`src/hw/rtl/sph2cart_pkg.sv`:
```
// ============================================================================
// sph2cart_pkg
// Shared constants, types and the arctangent table for the spherical to
// Cartesian converter.
// ============================================================================
`default_nettype none

package sph2cart_pkg;

    localparam int AngleW = 16;
    localparam int CordW  = 34;
    localparam int ZW     = 34;
    localparam int TrigW  = 18;
    localparam int CoordW = 24;
    localparam int TblLen = 24;

    localparam logic signed [CordW-1:0] GainQ30 = 34'sd652032874;
    localparam logic signed [ZW-1:0]    HalfTurn = 34'sd2147483648;

    // Per-angle CORDIC working set
    typedef struct packed {
        logic signed [CordW-1:0] x;
        logic signed [CordW-1:0] y;
        logic signed [ZW-1:0]    z;
        logic                    flip;
    } cordic_t;

    // Arctangent of 2^-i, one turn = 2^32
    function automatic logic signed [ZW-1:0] atan_lut(input logic [4:0] idx);
        logic signed [ZW-1:0] v;
        begin
            case (idx)
                5'd0:  v = 34'sd536870912;
                5'd1:  v = 34'sd316933406;
                5'd2:  v = 34'sd167458907;
                5'd3:  v = 34'sd85004756;
                5'd4:  v = 34'sd42667331;
                5'd5:  v = 34'sd21354465;
                5'd6:  v = 34'sd10679838;
                5'd7:  v = 34'sd5340245;
                5'd8:  v = 34'sd2670163;
                5'd9:  v = 34'sd1335087;
                5'd10: v = 34'sd667544;
                5'd11: v = 34'sd333772;
                5'd12: v = 34'sd166886;
                5'd13: v = 34'sd83443;
                5'd14: v = 34'sd41721;
                5'd15: v = 34'sd20860;
                5'd16: v = 34'sd10430;
                5'd17: v = 34'sd5215;
                5'd18: v = 34'sd2607;
                5'd19: v = 34'sd1303;
                5'd20: v = 34'sd651;
                5'd21: v = 34'sd325;
                5'd22: v = 34'sd162;
                5'd23: v = 34'sd81;
                default: v = '0;
            endcase
            atan_lut = v;
        end
    endfunction

endpackage

`default_nettype wire

```
`src/hw/rtl/sph2cart_cordic_stage.sv`:
```
// ============================================================================
// sph2cart_cordic_stage
// One registered rotation-mode CORDIC micro-rotation.
// ============================================================================
`default_nettype none

module sph2cart_cordic_stage
    import sph2cart_pkg::*;
#(
    parameter int Idx = 0
)
(
    input  wire logic    clk,
    input  wire cordic_t din,
    output cordic_t      dout
);

    cordic_t rot_next;
    cordic_t rot_reg;

    // Rotate towards zero residual angle
    always_comb
    begin
        rot_next = din;
        if (Idx < TblLen) begin
            if (din.z >= 0) begin
                rot_next.x = din.x - (din.y >>> Idx);
                rot_next.y = din.y + (din.x >>> Idx);
                rot_next.z = din.z - atan_lut(5'(Idx));
            end
            else begin
                rot_next.x = din.x + (din.y >>> Idx);
                rot_next.y = din.y - (din.x >>> Idx);
                rot_next.z = din.z + atan_lut(5'(Idx));
            end
        end
    end

    always_ff @(posedge clk)
    begin
        rot_reg <= rot_next;
    end

    assign dout = rot_reg;

endmodule

`default_nettype wire

```
`src/hw/rtl/sph2cart_cordic.sv`:
```
// ============================================================================
// sph2cart_cordic
// Pipelined sine/cosine of a binary angle, results rounded to Q.16.
// ============================================================================
`default_nettype none

module sph2cart_cordic
    import sph2cart_pkg::*;
#(
    parameter int STAGES = 16
)
(
    input  wire logic                     clk,
    input  wire logic signed [AngleW-1:0] angle,
    output logic signed [TrigW-1:0]       cos_q16,
    output logic signed [TrigW-1:0]       sin_q16
);

    cordic_t chain [0:STAGES];
    cordic_t init_next;
    cordic_t init_reg;
    logic signed [CordW-1:0] xf;
    logic signed [CordW-1:0] yf;
    logic signed [TrigW-1:0] cos_reg;
    logic signed [TrigW-1:0] sin_reg;

    // Fold the angle into the right half-plane
    always_comb
    begin
        init_next.x    = GainQ30;
        init_next.y    = '0;
        init_next.z    = {{(ZW-AngleW-16){angle[AngleW-1]}}, angle, 16'd0};
        init_next.flip = 1'b0;
        if (angle > 16'sd16384) begin
            init_next.z    = init_next.z - HalfTurn;
            init_next.flip = 1'b1;
        end
        else if (angle < -16'sd16384) begin
            init_next.z    = init_next.z + HalfTurn;
            init_next.flip = 1'b1;
        end
    end

    always_ff @(posedge clk)
    begin
        init_reg <= init_next;
    end

    assign chain[0] = init_reg;

    for (genvar i = 0; i < STAGES; i++) begin : g_stage
        sph2cart_cordic_stage #(.Idx(i)) u_stage (
            .clk  (clk),
            .din  (chain[i]),
            .dout (chain[i+1])
        );
    end

    // Undo the fold and round Q.30 to Q.16
    always_comb
    begin
        xf = chain[STAGES].flip ? -chain[STAGES].x : chain[STAGES].x;
        yf = chain[STAGES].flip ? -chain[STAGES].y : chain[STAGES].y;
    end

    always_ff @(posedge clk)
    begin
        cos_reg <= TrigW'((xf + 34'sd8192) >>> 14);
        sin_reg <= TrigW'((yf + 34'sd8192) >>> 14);
    end

    assign cos_q16 = cos_reg;
    assign sin_q16 = sin_reg;

endmodule

`default_nettype wire

```
`config.mk`:
```
export PLATFORM = sky130hd
export DESIGN_NAME = sph2cart_cordic
export DESIGN_NICKNAME = d
export VERILOG_FILES = /design/src/hw/rtl/sph2cart_pkg.sv /design/src/hw/rtl/sph2cart_cordic_stage.sv /design/src/hw/rtl/sph2cart_cordic.sv
export SDC_FILE = /design/constraint.sdc
export NUM_CORES = 2
export LEC_CHECK = 0
export BUFFER_PORTS_ARGS = -buffer_cell sky130_fd_sc_hd__buf_2
export CELL_PAD_IN_SITES_DETAIL_PLACEMENT = 1
export CELL_PAD_IN_SITES_GLOBAL_PLACEMENT = 2
export CORE_ASPECT_RATIO = 1.5
export CORE_MARGIN = 5
export CORE_UTILIZATION = 37
export CTS_CLUSTER_SIZE = 12
export DETAILED_ROUTE_END_ITERATION = 16
export MAX_ROUTING_LAYER = met4
export PLACE_DENSITY_LB_ADDON = 0.1
export SYNTH_ARGS = -nofsm -noshare
export SYNTH_HDL_FRONTEND = slang
export SYNTH_SLANG_ARGS = --single-unit
```
`constraint.sdc`:
```
create_clock -name clk -period 5.3 [get_ports clk]
set_input_delay 0.795 -clock clk [delete_from_list [all_inputs] [get_ports clk]]
set_output_delay 0.795 -clock clk [all_outputs]
set_load 0.02 [all_outputs]
```
Word level (Yosys, flattened, before mapping)

Cells that the tools add are included.

Output and inout port bits: 36
Logic and storage cells: 203
Flip-flop bits (word level): 1677
Input bits: 17

Mux-type cells: 20
$add $sub $neg: 98
$lt $le $gt $ge: 18

Operators with widths:

| kind                  | count |
|---|---|
| $mux W102             | 14 |
| $ge A34 B1 Y1 const B | 16 |
| $add A34 B30 Y34      | 3 |
| $sub A34 B30 Y34      | 3 |
| $mux W100             | 1 |
| $mux W35              | 2 |
| $add A34 B20 Y34      | 2 |
| $add A34 B21 Y34      | 2 |
| $add A34 B22 Y34      | 2 |
| $add A34 B23 Y34      | 2 |
| $add A34 B24 Y34      | 2 |
| $add A34 B25 Y34      | 2 |
| $add A34 B26 Y34      | 2 |
| $add A34 B27 Y34      | 2 |
| $add A34 B28 Y34      | 2 |
| $add A34 B29 Y34      | 2 |
| $add A34 B31 Y34      | 2 |
| $add A34 B32 Y34      | 2 |
| $mux W68              | 1 |
| $sub A34 B20 Y34      | 2 |
| $sub A34 B21 Y34      | 2 |
| $sub A34 B22 Y34      | 2 |
| $sub A34 B23 Y34      | 2 |
| $sub A34 B24 Y34      | 2 |
| 52 further kinds      | 62 |

Logic depth before layout (Yosys ltp)

Depth in word-level cells: 3
Mapped depth: 23
Mapped depth without buffers: 22

Hierarchy

Synthesis repeated with hierarchy kept, for this count alone.

Cell total of the unflattened synthesis: 16603
Area total of the unflattened synthesis: 137495.6 µm²

Modules (own cells, without submodules):

| module                                      | times used | seq. area each (µm²) | area each (µm²) | cells each |
|---|---|---|---|---|
| sph2cart_cordic_stage (g_stage[1].u_stage)  | 1          | 2062.0               | 8795.9          | 1069 |
| sph2cart_cordic_stage (g_stage[2].u_stage)  | 1          | 2062.0               | 8720.9          | 1052 |
| sph2cart_cordic_stage (g_stage[15].u_stage) | 1          | 2062.0               | 8642.0          | 1063 |
| sph2cart_cordic_stage (g_stage[8].u_stage)  | 1          | 2062.0               | 8577.0          | 1040 |
| sph2cart_cordic_stage (g_stage[13].u_stage) | 1          | 2062.0               | 8572.0          | 1055 |
| sph2cart_cordic_stage (g_stage[6].u_stage)  | 1          | 2062.0               | 8498.2          | 1054 |
| sph2cart_cordic_stage (g_stage[5].u_stage)  | 1          | 2062.0               | 8458.1          | 1007 |
| sph2cart_cordic_stage (g_stage[4].u_stage)  | 1          | 2062.0               | 8443.1          | 1017 |
| sph2cart_cordic_stage (g_stage[0].u_stage)  | 1          | 2042.0               | 8335.5          | 1036 |
| sph2cart_cordic_stage (g_stage[12].u_stage) | 1          | 2062.0               | 8303.0          | 1018 |
| sph2cart_cordic_stage (g_stage[9].u_stage)  | 1          | 2062.0               | 8261.7          | 974 |
| sph2cart_cordic_stage (g_stage[10].u_stage) | 1          | 2062.0               | 8205.4          | 984 |
| sph2cart_cordic_stage (g_stage[3].u_stage)  | 1          | 2062.0               | 8204.1          | 988 |
| sph2cart_cordic_stage (g_stage[14].u_stage) | 1          | 2062.0               | 8160.3          | 992 |
| 3 more rows                                 | -          | -                    | -               | - |

Worst setup path before layout

Ideal clock, no wire load.

Path kind: reg2reg
Start point: register g_stage[12].u_stage.rot_reg, in the netlist g_stage[12].u_stage.dout[25]
End point: register g_stage[13].u_stage.rot_reg, in the netlist g_stage[13].u_stage.dout[31]
Setup time: 72 ps
Required time: 5228 ps
Period minus slack after synthesis: 5121 ps
Path buffers: 2
Arrival time: 5049 ps
Stages on the path, launching flop included: 21
Path slack: 179 ps
Cell sequence: dfxtp_1 or4_1 nor2_1 nand3_1 nor2_1 nor2_1 inv_1 clkbuf_1 buf_1 ha_1 a21o_1 a21o_1 a31oi_1 nor4_1 o31ai_1 o21ai_0 a2111o_1 a31o_2 a41oi_1 nor2b_1 xnor2_1

RTL lines:

| element                | line                        | source |
|---|---|---|
| from (decl)            | sph2cart_cordic_stage.sv:19 | `cordic_t rot_reg;` |
| from (signal assigned) | sph2cart_cordic_stage.sv:41 | `rot_reg <= rot_next;` |
| to (signal assigned)   | sph2cart_cordic_stage.sv:41 |  |
| to (decl)              | sph2cart_cordic_stage.sv:19 |  |

==> flow_summary_export.csv <==
group,metric,value,unit
outcome,status,"finished, final reports clean",
worst_setup_path,cp-startpoint,"g_stage[4].u_stage.dout[34]$_DFF_P_",
synthesis,synth_top_cell_area_share,0.276,
hold_path,hold_start,"angle[7]",
hold_path,min_path_cells,1,
synthesis,synth_top_family_by_area,"compound AO/OA/AOI/OAI gates",
synthesis,synth_xor_area_frac,0.152,
synthesis,synthMuxAreaShare,0.00407,
global_routing,grt_pass1_wl,581000,um
worst_setup_path,reg2regPathDepth,23,
worst_setup_path,critPathKind,"register to register",
worst_setup_path,crit_fanout,37,
synthesis,synth_fp_nets,14100,
synthesis,synth.distinct_cells,99,
route,drt-total-wl,375000,um
route,vias,93900,
floorplanning,coreArea,0.292,sq mm
global_routing,grt_pass1_vias,101000,
global_routing,antenna_found_initial,15,
cts,clock-sinks,1497,
route,via_per_inst,5.50,
synthesis,seq_area_frac_synth,0.276,
synthesis,synth-edff-count,0,
synthesis,ys_ff_latch,1497,
worst_setup_path,r2r_start,"g_stage[4].u_stage.dout[34]$_DFF_P_",
synthesis,ys_top_cells_by_area,"dfxtp_1 28%, ha_1 16%, xnor2_1 9.6%, xor2_1 5.6%, a21oi_1 5.3%",
global_routing,grt_max_degree,57,
synthesis,synth-compound-area-share,0.228,
floorplanning,start_util,0.371,
worst_setup_path,cp_cell_sequence,"inv_2, ha_1, nor4b_2, nand4_1, nor2_4, nor2_4, buf_4, buf_12, o41ai_1, xnor2_1, ha_1, a21o_1, a21oi_1, nor3b_1, a2111oi_4, buf_4, nor2_1, a2111oi_2, buf_4, a21o_1, a221o_1, a21oi_1, xnor2_1",
worst_setup_path,rrSetupSlack,0.25,ns
timing,setup_violations,0,
synthesis,yosysWarnings,0,
route,drt-met1-wl,146000,um
route,wl_per_cell,22.0,um
layout,fin_cells,17100,
worst_setup_path,crit_arrival,5.85,ns
layout,final_cell_mix,"1489 x dfxtp_1, 1386 x ha_1, 1190 x xnor2_1",
timing,hold_viol_final,0,
cts,cts_buffers,178,
timing,max_freq,198,MHz
worst_setup_path,critPathCaptureType,"register",
timing,relSlewSlack,0.0592,
placement,gp_congestion,0.909,
cts,clk_latency,0.87,ns
timing,whs,0.0835,ns
cts,cts-root-buf,"clkbuf_16",
floorplanning,dieArea,0.305,sq mm
layout,area.growth.synth_to_final,12.5,%
synthesis,synth-simple-area-share,0.147,
timing,final_max_slew_viol_count,0,
worst_setup_path,crit_path_start_kind,"register",
synthesis,mappedNetlistArea,0.109,sq mm
placement,post-dp-hpwl,312000,um
route,ant_nets,0,
route,drc,0,
cts,cts.clk_slew.worst_paths,0.06,ns
route,dr.pass1.iters,5,
floorplanning,die_width,452,um
timing,rsz0062_at_grt,"true",
route,met3_length,6970,um
global_routing,grt_use_total,0.246,
worst_setup_path,max_stage_delay,0.60,ns
floorplanning,ioPinCount,53,
route,highest_layer,"met4",
worst_setup_path,crit_top_cell,"buf_4",
worst_setup_path,crit_required,6.09,ns
floorplanning,die_height,673,um
worst_setup_path,critPathSlowestCell,"nor3b_1",
cts,h-tree-depth,4,
timing,worst_pin_slew,1.40,ns
placement,dp_cells,16700,
global_routing,overflow,0,
layout,fin_nets,14400,
synthesis,synthCells,12600,
layout,final_common_cell,"dfxtp_1",
timing,clock_skew,0.0318,ns
timing,final_min_period_over_clock_period,0.954,
synthesis,async_flop_share,0,
synthesis,ys.flop_type,"dfxtp_1",
run,cap_violations,0,
hold_path,min_path_type,"primary input to register",
placement,io_buffers,52,
synthesis,yosysTopAreaCell,"dfxtp_1",
timing,period_minus_slack,5.05,ns
cts,cts_buffer_depth,4,
hold_path,hold_end,"chain[1672]$_DFF_P_",
route,wl_met2,202000,um
cts,cts_tree,"done",
synthesis,synth.avg_cell_area,8.60,sq um
floorplanning,rows,243,
layout,layout-drive-gt1-share,0.0682,
synthesis,synth-adder-area-share,0.168,
worst_setup_path,timing.rr.end,"g_stage[5].u_stage.dout[68]$_DFF_P_",
route,drtIter0Drc,3354,
## state kept, by name (all words and copies together), names as in the netlist
signal	cells
g_stage.u_stage.dout	1443
chain	18
cos_q16	18
sin_q16	18
## worst max-delay path, delay by kind of cell, from the launching register on
kind | cells | cell delay, ns
AO/OA/AOI/OAI | 8 | 1.39
XOR/XNOR | 2 | 0.24
adder cells (fa/ha/maj) | 2 | 0.55
buffers and inverters | 5 | 0.82
flip-flops | 1 | 0.32
AND/OR/NAND/NOR | 6 | 1.64
## per-layer routing
metal,vias to the layer above,global-route usage
met5,-,-
met4,0,0.112
met3,674,0.0193
met2,949,0.472
met1,45800,0.252
li1,46500,-
## cells by family (layout without fill, tap and decap cells)
group | after synthesis | in the layout
multiplexers | 42 | 42
flip-flops | 1497 | 1497
adder cells (fa/ha/maj) | 1434 | 1434
AO/OA/AOI/OAI | 3844 | 3844
XOR/XNOR | 1883 | 1883
buffers and inverters | 709 | 1196
other | 1 | 54
AND/OR/NAND/NOR | 3218 | 3220
## metrics by stage
step	TNS, ns	utilization	instance area, sq um	setup slack [ns]
after floorplan	0	-	109000	0.179
after global placement	-1.47	0.395	115000	-0.489
after detailed placement	-1.57	0.395	115000	-0.422
after CTS	0	0.415	121000	0.0221
after global routing	-0.526	0.418	122000	-0.112
final	0	0.418	122000	0.245
## synth_stat cells, drive strengths merged, types with 41 or more instances
library cell	n
dfxtp	1497
ha	1390
xnor2	1191
a21oi	1151
nor2	835
nand2	769
o21ai	753
xor2	692
a21o	628
inv	531
nor3	233
nand3	221
nand2b	213
o31ai	198
o21a	195
nor2b	185
o21bai	173
clkbuf	153
or3	125
nor4	121
or4	108
a31oi	103
and3	98
o41ai	97
nand4	96
a211oi	87
or2	65
and2	53
o211ai	49
a21boi	42
fa	41
## what timing repair did
item / CTS / global route
endpoints found under the setup margin: 12 / 86
pin swaps: 0 / 16
setup buffers: 0 / 11
resized for setup: 9 / 112
hold endpoints to repair: 11 / 0
hold buffers: 11 / 0
cloned: 0 / 2
## how the worst max path moves through the flow
stage	endpoint	slack, ns	cells past startpoint
global placement	g_stage[11].u_stage.dout[68]$_DFF_P_	-0.49	20
floorplan	g_stage[13].u_stage.dout[31]$_DFF_P_	0.18	20
finish	g_stage[5].u_stage.dout[68]$_DFF_P_	0.25	23
global route	g_stage[12].u_stage.dout[67]$_DFF_P_	-0.11	24
detailed placement	g_stage[11].u_stage.dout[68]$_DFF_P_	-0.42	20
CTS	g_stage[9].u_stage.dout[99]$_DFF_P_	0.02	17
## cell type report
class	count	area (sq um)
well taps	3920	4900
clock buffers	235	5070
multi-input cells	10400	76500
diodes	53	133
flip-flops and latches	1497	30000
repair buffers	364	2750
clock inverters	62	744
fillers	34300	170000
inverters	535	2020
Power is not shown: default switching activity piles up to over one toggle a cycle in this logic, so the estimate is an artifact.
